### src/rtl/core/prime_removal_filter_defines.svh
// Assertion macros shared by the RTL.
`ifndef PRIME_REMOVAL_FILTER_DEFINES_SVH
`define PRIME_REMOVAL_FILTER_DEFINES_SVH

// The consequent must hold in the same cycle as the antecedent.
`define PRF_ASSERT_SAME(label, ante, cons, msg) \
  label: assert property (@(posedge clk) disable iff (rst) (ante) |-> (cons)) \
    else $error(msg);

// The consequent must hold in the cycle after the antecedent.
`define PRF_ASSERT_NEXT(label, ante, cons, msg) \
  label: assert property (@(posedge clk) disable iff (rst) (ante) |=> (cons)) \
    else $error(msg);

`endif

### src/rtl/core/prf_pkg.sv
package prf_pkg;

  localparam int VALUE_WIDTH = 16;
  localparam int CNT_WIDTH   = $clog2(VALUE_WIDTH + 1);
  localparam int PC_WIDTH    = 4;

  typedef struct packed {
    logic [VALUE_WIDTH-1:0] value;
    logic                   end_mark;
  } in_item_t;

  typedef struct packed {
    logic [VALUE_WIDTH-1:0] value_out;
    logic                   keep;
    logic                   end_mark_out;
  } out_item_t;

  typedef enum logic [2:0] {
    OP_NONE,
    OP_LOAD,
    OP_DIV_INIT,
    OP_DIV_STEP,
    OP_NEXT_D,
    OP_SET_KEEP,
    OP_CLR_KEEP,
    OP_EMIT
  } op_t;

  typedef struct packed {
    op_t  op;
    logic take;
  } ctrl_t;

  typedef struct packed {
    logic item_valid;
    logic n_lt_2;
    logic sq_gt_n;
    logic div_busy;
    logic rem_zero;
    logic out_busy;
  } flags_t;

endpackage

### src/rtl/core/prime_removal_filter.sv
// Channel | Signals                           | Direction | Moves
// item    | item_valid, item_ready, item      | in        | value, end_mark
// result  | result_valid, result_ready, result | out       | value_out, keep, end_mark_out
//
// One item at a time; a prime runs through every trial divisor d with d*d <= n
// (up to 254 of them for a 16-bit value).
// A composite stops at the first trial divisor that divides it.
// The remainder unit works one bit per cycle.
// Reset clears the sequencer's program counter and the result valid flag.
// A stalled result waits in the output register; the next item is taken meanwhile.
module prime_removal_filter
  import prf_pkg::*;
(
  input  logic      clk,
  input  logic      rst,
  input  logic      item_valid,
  output logic      item_ready,
  input  in_item_t  item,
  output logic      result_valid,
  input  logic      result_ready,
  output out_item_t result
);

  `include "prime_removal_filter_defines.svh"

  ctrl_t  ctrl;
  flags_t flags;

  logic [VALUE_WIDTH-1:0] n;
  logic                   end_mark;
  logic [VALUE_WIDTH-1:0] d;
  logic [VALUE_WIDTH:0]   sq;
  logic [VALUE_WIDTH-1:0] rem;
  logic [VALUE_WIDTH-1:0] quot;
  logic [CNT_WIDTH-1:0]   cnt;
  logic                   keep;

  logic [VALUE_WIDTH:0]   trial;
  logic [VALUE_WIDTH:0]   diff;
  logic [VALUE_WIDTH-1:0] rem_next;
  logic                   out_free;
  logic                   emit;

  prf_seq u_seq (
    .clk   (clk),
    .rst   (rst),
    .flags (flags),
    .ctrl  (ctrl)
  );

  assign trial    = {rem, quot[VALUE_WIDTH-1]};
  assign diff     = trial - {1'b0, d};
  assign rem_next = (trial >= {1'b0, d}) ? diff[VALUE_WIDTH-1:0] : trial[VALUE_WIDTH-1:0];

  assign out_free = !result_valid || result_ready;
  assign emit     = (ctrl.op == OP_EMIT) && out_free;

  assign flags.item_valid = item_valid;
  assign flags.n_lt_2     = (n < VALUE_WIDTH'(2));
  assign flags.sq_gt_n    = (sq > {1'b0, n});
  assign flags.div_busy   = (cnt != CNT_WIDTH'(1));
  assign flags.rem_zero   = (rem == '0);
  assign flags.out_busy   = !out_free;

  assign item_ready = ctrl.take;

  always_ff @(posedge clk) begin
    case (ctrl.op)
      OP_LOAD: begin
        n        <= item.value;
        end_mark <= item.end_mark;
        d        <= VALUE_WIDTH'(2);
        sq       <= (VALUE_WIDTH + 1)'(4);
      end
      OP_DIV_INIT: begin
        rem  <= '0;
        quot <= n;
        cnt  <= CNT_WIDTH'(VALUE_WIDTH);
      end
      OP_DIV_STEP: begin
        rem  <= rem_next;
        quot <= {quot[VALUE_WIDTH-2:0], 1'b0};
        cnt  <= cnt - CNT_WIDTH'(1);
      end
      OP_NEXT_D: begin
        d  <= d + VALUE_WIDTH'(1);
        sq <= sq + {d, 1'b1};
      end
      OP_SET_KEEP: begin
        keep <= 1'b1;
      end
      OP_CLR_KEEP: begin
        keep <= 1'b0;
      end
      default: begin
      end
    endcase
  end

  always_ff @(posedge clk) begin
    if (rst) begin
      result_valid <= 1'b0;
    end else if (emit) begin
      result_valid <= 1'b1;
    end else if (result_ready) begin
      result_valid <= 1'b0;
    end
  end

  always_ff @(posedge clk) begin
    if (emit) begin
      result.value_out    <= n;
      result.keep         <= keep;
      result.end_mark_out <= end_mark;
    end
  end

  `PRF_ASSERT_NEXT(a_one_item_at_a_time, item_valid && item_ready, !item_ready, "item taken while busy")
  `PRF_ASSERT_SAME(a_removed_at_least_two, result_valid && !result.keep, result.value_out >= VALUE_WIDTH'(2), "value below two removed")
  `PRF_ASSERT_SAME(a_even_kept, result_valid && !result.value_out[0] && (result.value_out > VALUE_WIDTH'(2)), result.keep, "even value above two removed")

endmodule

### src/rtl/core/prf_seq.sv
module prf_seq
  import prf_pkg::*;
(
  input  logic   clk,
  input  logic   rst,
  input  flags_t flags,
  output ctrl_t  ctrl
);

  typedef enum logic [2:0] {
    C_NEVER,
    C_ALWAYS,
    C_NO_ITEM,
    C_N_LT_2,
    C_SQ_GT_N,
    C_DIV_BUSY,
    C_REM_ZERO,
    C_OUT_BUSY
  } cond_t;

  typedef struct packed {
    op_t                 op;
    cond_t               cond;
    logic [PC_WIDTH-1:0] target;
  } uword_t;

  localparam logic [PC_WIDTH-1:0] StIdle    = PC_WIDTH'(0);
  localparam logic [PC_WIDTH-1:0] StLimit   = PC_WIDTH'(2);
  localparam logic [PC_WIDTH-1:0] StDivStep = PC_WIDTH'(4);
  localparam logic [PC_WIDTH-1:0] StKeep    = PC_WIDTH'(7);
  localparam logic [PC_WIDTH-1:0] StDrop    = PC_WIDTH'(8);
  localparam logic [PC_WIDTH-1:0] StEmit    = PC_WIDTH'(9);

  function automatic uword_t program_word(input logic [PC_WIDTH-1:0] addr);
    uword_t w;
    case (addr)
      PC_WIDTH'(0):  w = '{OP_LOAD,     C_NO_ITEM,  StIdle};
      PC_WIDTH'(1):  w = '{OP_NONE,     C_N_LT_2,   StKeep};
      PC_WIDTH'(2):  w = '{OP_NONE,     C_SQ_GT_N,  StDrop};
      PC_WIDTH'(3):  w = '{OP_DIV_INIT, C_NEVER,    StIdle};
      PC_WIDTH'(4):  w = '{OP_DIV_STEP, C_DIV_BUSY, StDivStep};
      PC_WIDTH'(5):  w = '{OP_NONE,     C_REM_ZERO, StKeep};
      PC_WIDTH'(6):  w = '{OP_NEXT_D,   C_ALWAYS,   StLimit};
      PC_WIDTH'(7):  w = '{OP_SET_KEEP, C_ALWAYS,   StEmit};
      PC_WIDTH'(8):  w = '{OP_CLR_KEEP, C_NEVER,    StIdle};
      PC_WIDTH'(9):  w = '{OP_EMIT,     C_OUT_BUSY, StEmit};
      default:       w = '{OP_NONE,     C_ALWAYS,   StIdle};
    endcase
    return w;
  endfunction

  logic [PC_WIDTH-1:0] pc;
  logic [PC_WIDTH-1:0] pc_next;
  uword_t              word;
  logic                taken;

  assign word = program_word(pc);

  always_comb begin
    case (word.cond)
      C_NEVER:    taken = 1'b0;
      C_ALWAYS:   taken = 1'b1;
      C_NO_ITEM:  taken = !flags.item_valid;
      C_N_LT_2:   taken = flags.n_lt_2;
      C_SQ_GT_N:  taken = flags.sq_gt_n;
      C_DIV_BUSY: taken = flags.div_busy;
      C_REM_ZERO: taken = flags.rem_zero;
      C_OUT_BUSY: taken = flags.out_busy;
      default:    taken = 1'b1;
    endcase
  end

  assign pc_next   = taken ? word.target : pc + PC_WIDTH'(1);
  assign ctrl.op   = word.op;
  assign ctrl.take = (pc == StIdle);

  always_ff @(posedge clk) begin
    if (rst) begin
      pc <= StIdle;
    end else begin
      pc <= pc_next;
    end
  end

endmodule

### config.mk
export PLATFORM = sky130hd
export DESIGN_NAME = prime_removal_filter
export DESIGN_NICKNAME = d
export VERILOG_FILES = /design/src/rtl/core/prf_pkg.sv /design/src/rtl/core/prime_removal_filter.sv /design/src/rtl/core/prf_seq.sv
export VERILOG_INCLUDE_DIRS = /design/src /design/src/rtl/core
export SDC_FILE = /design/constraint.sdc
export NUM_CORES = 1
export LEC_CHECK = 0
export ABC_AREA = 1
export BUFFER_PORTS_ARGS = -buffer_cell sky130_fd_sc_hd__buf_2
export CORE_ASPECT_RATIO = 0.75
export CORE_MARGIN = 2
export CORE_UTILIZATION = 30
export DETAILED_ROUTE_END_ITERATION = 12
export SETUP_SLACK_MARGIN = 0.4
export SLEW_MARGIN = 10
export SYNTH_ARGS = -nofsm -noshare
export SYNTH_HDL_FRONTEND = slang
export SYNTH_SLANG_ARGS = --single-unit
### constraint.sdc
create_clock -name clk -period 5.2 [get_ports clk]
set_input_delay 0.52 -clock clk [delete_from_list [all_inputs] [get_ports clk]]
set_output_delay 0.52 -clock clk [all_outputs]
set_load 0.1 [all_outputs]
==> reports/summary.md <==
In this run, flip-flops and latches consume 30.7% of the power. Summed over all instances, the cell type with the most area after synthesis is edfxtp_1. The normalized max-slew margin came out at 23.69%. Leaving out fill and tap cells, the most frequent cells in the layout are 130 x nand2_1, 110 x inv_1, 106 x edfxtp_1.

The worst hold path belongs to the class in -> reg. The design area is 0.008280 sq mm. After synthesis, the share of flip-flops with an asynchronous set or reset is 0%. TritonCTS built the clock tree. The count of endpoints failing hold in the final timing report was 0.

Across every metal layer, demand over resource in global routing totals 13.90%. The initial antenna violation count is 0, and the number of enable-type register cells in the synthesized netlist is 106. The clock-pin slew on the worst setup and hold paths was 0.06 ns.

Endpoint of the most critical setup path: u_seq.word[7]. The logs give 0 for the remaining global-route overflow and 2 for the buffer depth of the longest clock path. Summing over every cut layer, the via total after detailed routing is 5,468.

The deepest level of the CTS H-tree was 4; the final RePlAce weighted congestion was 0.8976. The run gives 0 as the antenna diode count. The run gives 5 as the first-pass detailed-route iteration total.

Entering global routing, the biggest net connects 49 pins. Averaged over all synthesized cells, the footprint is 9.140 sq um. Leaving out fill and tap cells, the most frequent cell in the layout is nand2_1. The run gives 0.02496 sq mm as the full die area. The tools report the share of total power in the clock network as 20.9%.

The tree built by TritonCTS fans out to 121 sinks. The horizontal die dimension is 181.8 um, and the net count of the mapped netlist is 859. The run finished with clean final reports. In this run the most critical hold path is launched from item[10].

Dividing the detail-routed via count by the number of cells gives 4.784. The count of warnings emitted by yosys was 0. After synthesis, the cell types taking the most area are edfxtp_1 45%, ha_1 10%, nand2_1 6.9%, inv_1 5.9%, nor2_1 4.4%. Setup repair after global routing left no endpoint under its margin.

Layout-stage area growth over the synthesis result: 16.45%. The tools report the number of global-route vias before repair as 5,170. The number of hold buffers added after cts came out at 0. The logic gate share of total power was 48.3%; the max-slew violation total from the final report was 0.

The logs give 0 for the number of setup buffers added after CTS and 30.75% for the starting utilization of the core area. The fraction of power spent switching nets was 44.40%. For flop-to-flop paths, the worst setup slack is 2.27 ns. The peak ir drop on the vdd network was 0.5190 mV. The detailed placement HPWL came out at 12,080 um. Required arrival time at the worst endpoint: 5.50 ns.

The tools report the clock tree skew after final layout as 0.01339 ns. Top cell type's share of synthesized area: 44.77%. In the final design database the tool counted 911 nets.

For this design the total switching power over the nets is 2.554 mW. The cell-internal power was 3.198 mW; the maximum fanout count along the critical path was 6. The run gives 0 as the number of endpoints failing setup at the final stage.

Startpoint kind of the worst setup timing path: a register. From bottom edge to top edge, the die measures 137.3 um. Counting the buffers created by CTS gives 17. 41 I/O pins were placed. Share of the core filled with cells: 35.81%. The worst register-to-register path ends at u_seq.word[7].

The synthesized netlist occupies a cell area of 0.007111 sq mm. The tools report the cell count after synthesis as 778. Port buffering added 40 buffers. The power after layout came out at 5.752 mW. The most critical setup path has its startpoint at n[8]. The worst setup path is captured at a register. The number of DRC violations after detailed-routing iteration 0 was 477; the leakage power of the design was 3.577 nW. The number of nets with antenna violations after detailed routing is 0. Prior to clock tree synthesis, the placed netlist has a worst setup slack of 2.044 ns. The ratio of cells with drive above 1 in the final layout came out at 12.69%.

The smallest clock period supported by the final layout is computed as 2.932 ns. For the pin with the worst max-slew slack, the measured transition is 1.138 ns. In the post-route analysis, the smallest setup slack over all paths is 2.268 ns.

The number of maximum-capacitance constraint violations came out at 0. The wire length of the first global-routing pass was 27,020 um; the upper clock frequency limit was 341.0 MHz. The main flop type after synthesis was edfxtp_1.

In the routed design, unresolved DRC markers number 0. The startpoint identified for the worst register-to-register timing path is n[8]. Data on the critical path arrives at its endpoint at 3.23 ns. Once the clock tree was built, the resizer swapped 0 gates to a different size.

The routed design has 16,290 um of wire. The number of different library cells in the post-synthesis netlist was 49; the period utilization was 56.39%. The master cell of the clock root buffer was clkbuf_16. The tools report the area after detailed placement as 0.007662 sq mm. Critical path class: reg -> reg. The cell count of the worst reg-to-reg path was 19; the flip-flop and latch count after synthesis was 121. The routed wirelength normalized by instance count works out to 14.25 um.

The total negative slack for setup checks was 0 ns; the power per unit of standard cell area was 694.6 mW/mm^2. Post-synthesis sequential area ratio: 48.99%. In this run the standard cell core region covers 0.02312 sq mm. The clock reaches the later pin of the worst-skew pair after 0.41 ns.

The number of placement rows is 48.
[Yosys cell counts, drive strengths merged, types with 11 or more instances]
master,instances
nand2,136
inv,114
edfxtp,106
nor2,91
o21ai,65
ha,58
a21oi,54
nand3,45
dfxtp,15
nand4,15
nor3,13
xor2,11
[worst max-delay path, cell delays in order (launching register included)]
cell      delay [ns]
edfxtp_1        0.34
inv_1           0.11
ha_1            0.31
nand2_1         0.06
nor2_1          0.26
inv_1           0.12
a21oi_1         0.13
nor2_1          0.05
nand2_1         0.07
nand2_1         0.09
nand2_2         0.13
nand2_4         0.08
or2_2           0.31
nand3_2         0.12
inv_1           0.07
ha_1            0.29
inv_1           0.06
nand4_1         0.09
nand3_1         0.09
nand2_1         0.05
[state kept, by name, summed over array words and instances, names as in the netlist]
signal,flops
keep,1
end_mark,1
d,16
quot,16
cnt,5
rem,16
result_valid,1
sq,17
u_seq.word,10
n,16
u_seq.pc,4
result,18
[area by class of cell]
| class | count | area [sq um] |
|---|---|---|
| clock buffer | 27 | 579.3 |
| clock inverter | 5 | 38.79 |
| fill | 2349 | 14840 |
| inverter | 115 | 434.2 |
| multi-input combinational | 531 | 3139 |
| sequential | 121 | 3483 |
| tap | 300 | 375.4 |
| timing repair buffer | 44 | 230.2 |
[metal layers]
layer	vias up	wire [um]	global-route usage, %
li1	2768	-	-
met1	2513	8472	20.40
met2	171	6589	20.24
met3	16	1061	3.436
met4	0	165	3.794
met5	-	0	0
[worst min-delay path by stage]
stage | to | cells past startpoint
floorplan | result[0] | 0
global placement | result[0] | 0
detailed placement | result[1] | 0
CTS | n[9] | 1
global route | n[15] | 1
finish | n[9] | 1
[power by group through the flow]
stage          clock, mW  sequential (mW)  combinational, mW
6_report            1.20             1.77               2.78
5_1_grt             1.27             1.81               3.18
4_1_cts             1.22             1.77               2.77
3_5_place_dp           0             1.78               2.74
3_3_place_gp           0             1.78               2.73
2_1_floorplan          0             1.76               2.11
[metrics by stage]
stage	hold slack [ns]	cells
after detailed placement	0.4106	1111
after global placement	0.4209	1111
after floorplan	0.4003	778
final	0.2813	1143
after global routing	0.2742	1143
after CTS	0.2717	1143
[cells by family (layout without fill, tap and decap cells)]
group	count (synthesis)	count (layout)	synth area share, %
simple gates	313	313	20.08
compound gates	139	139	10.77
buf+inv	126	191	7.056
flops	121	121	48.99
fa+ha+maj	60	60	10.77
xor+xnor	19	19	2.340
(Power assumes the default switching activity.)
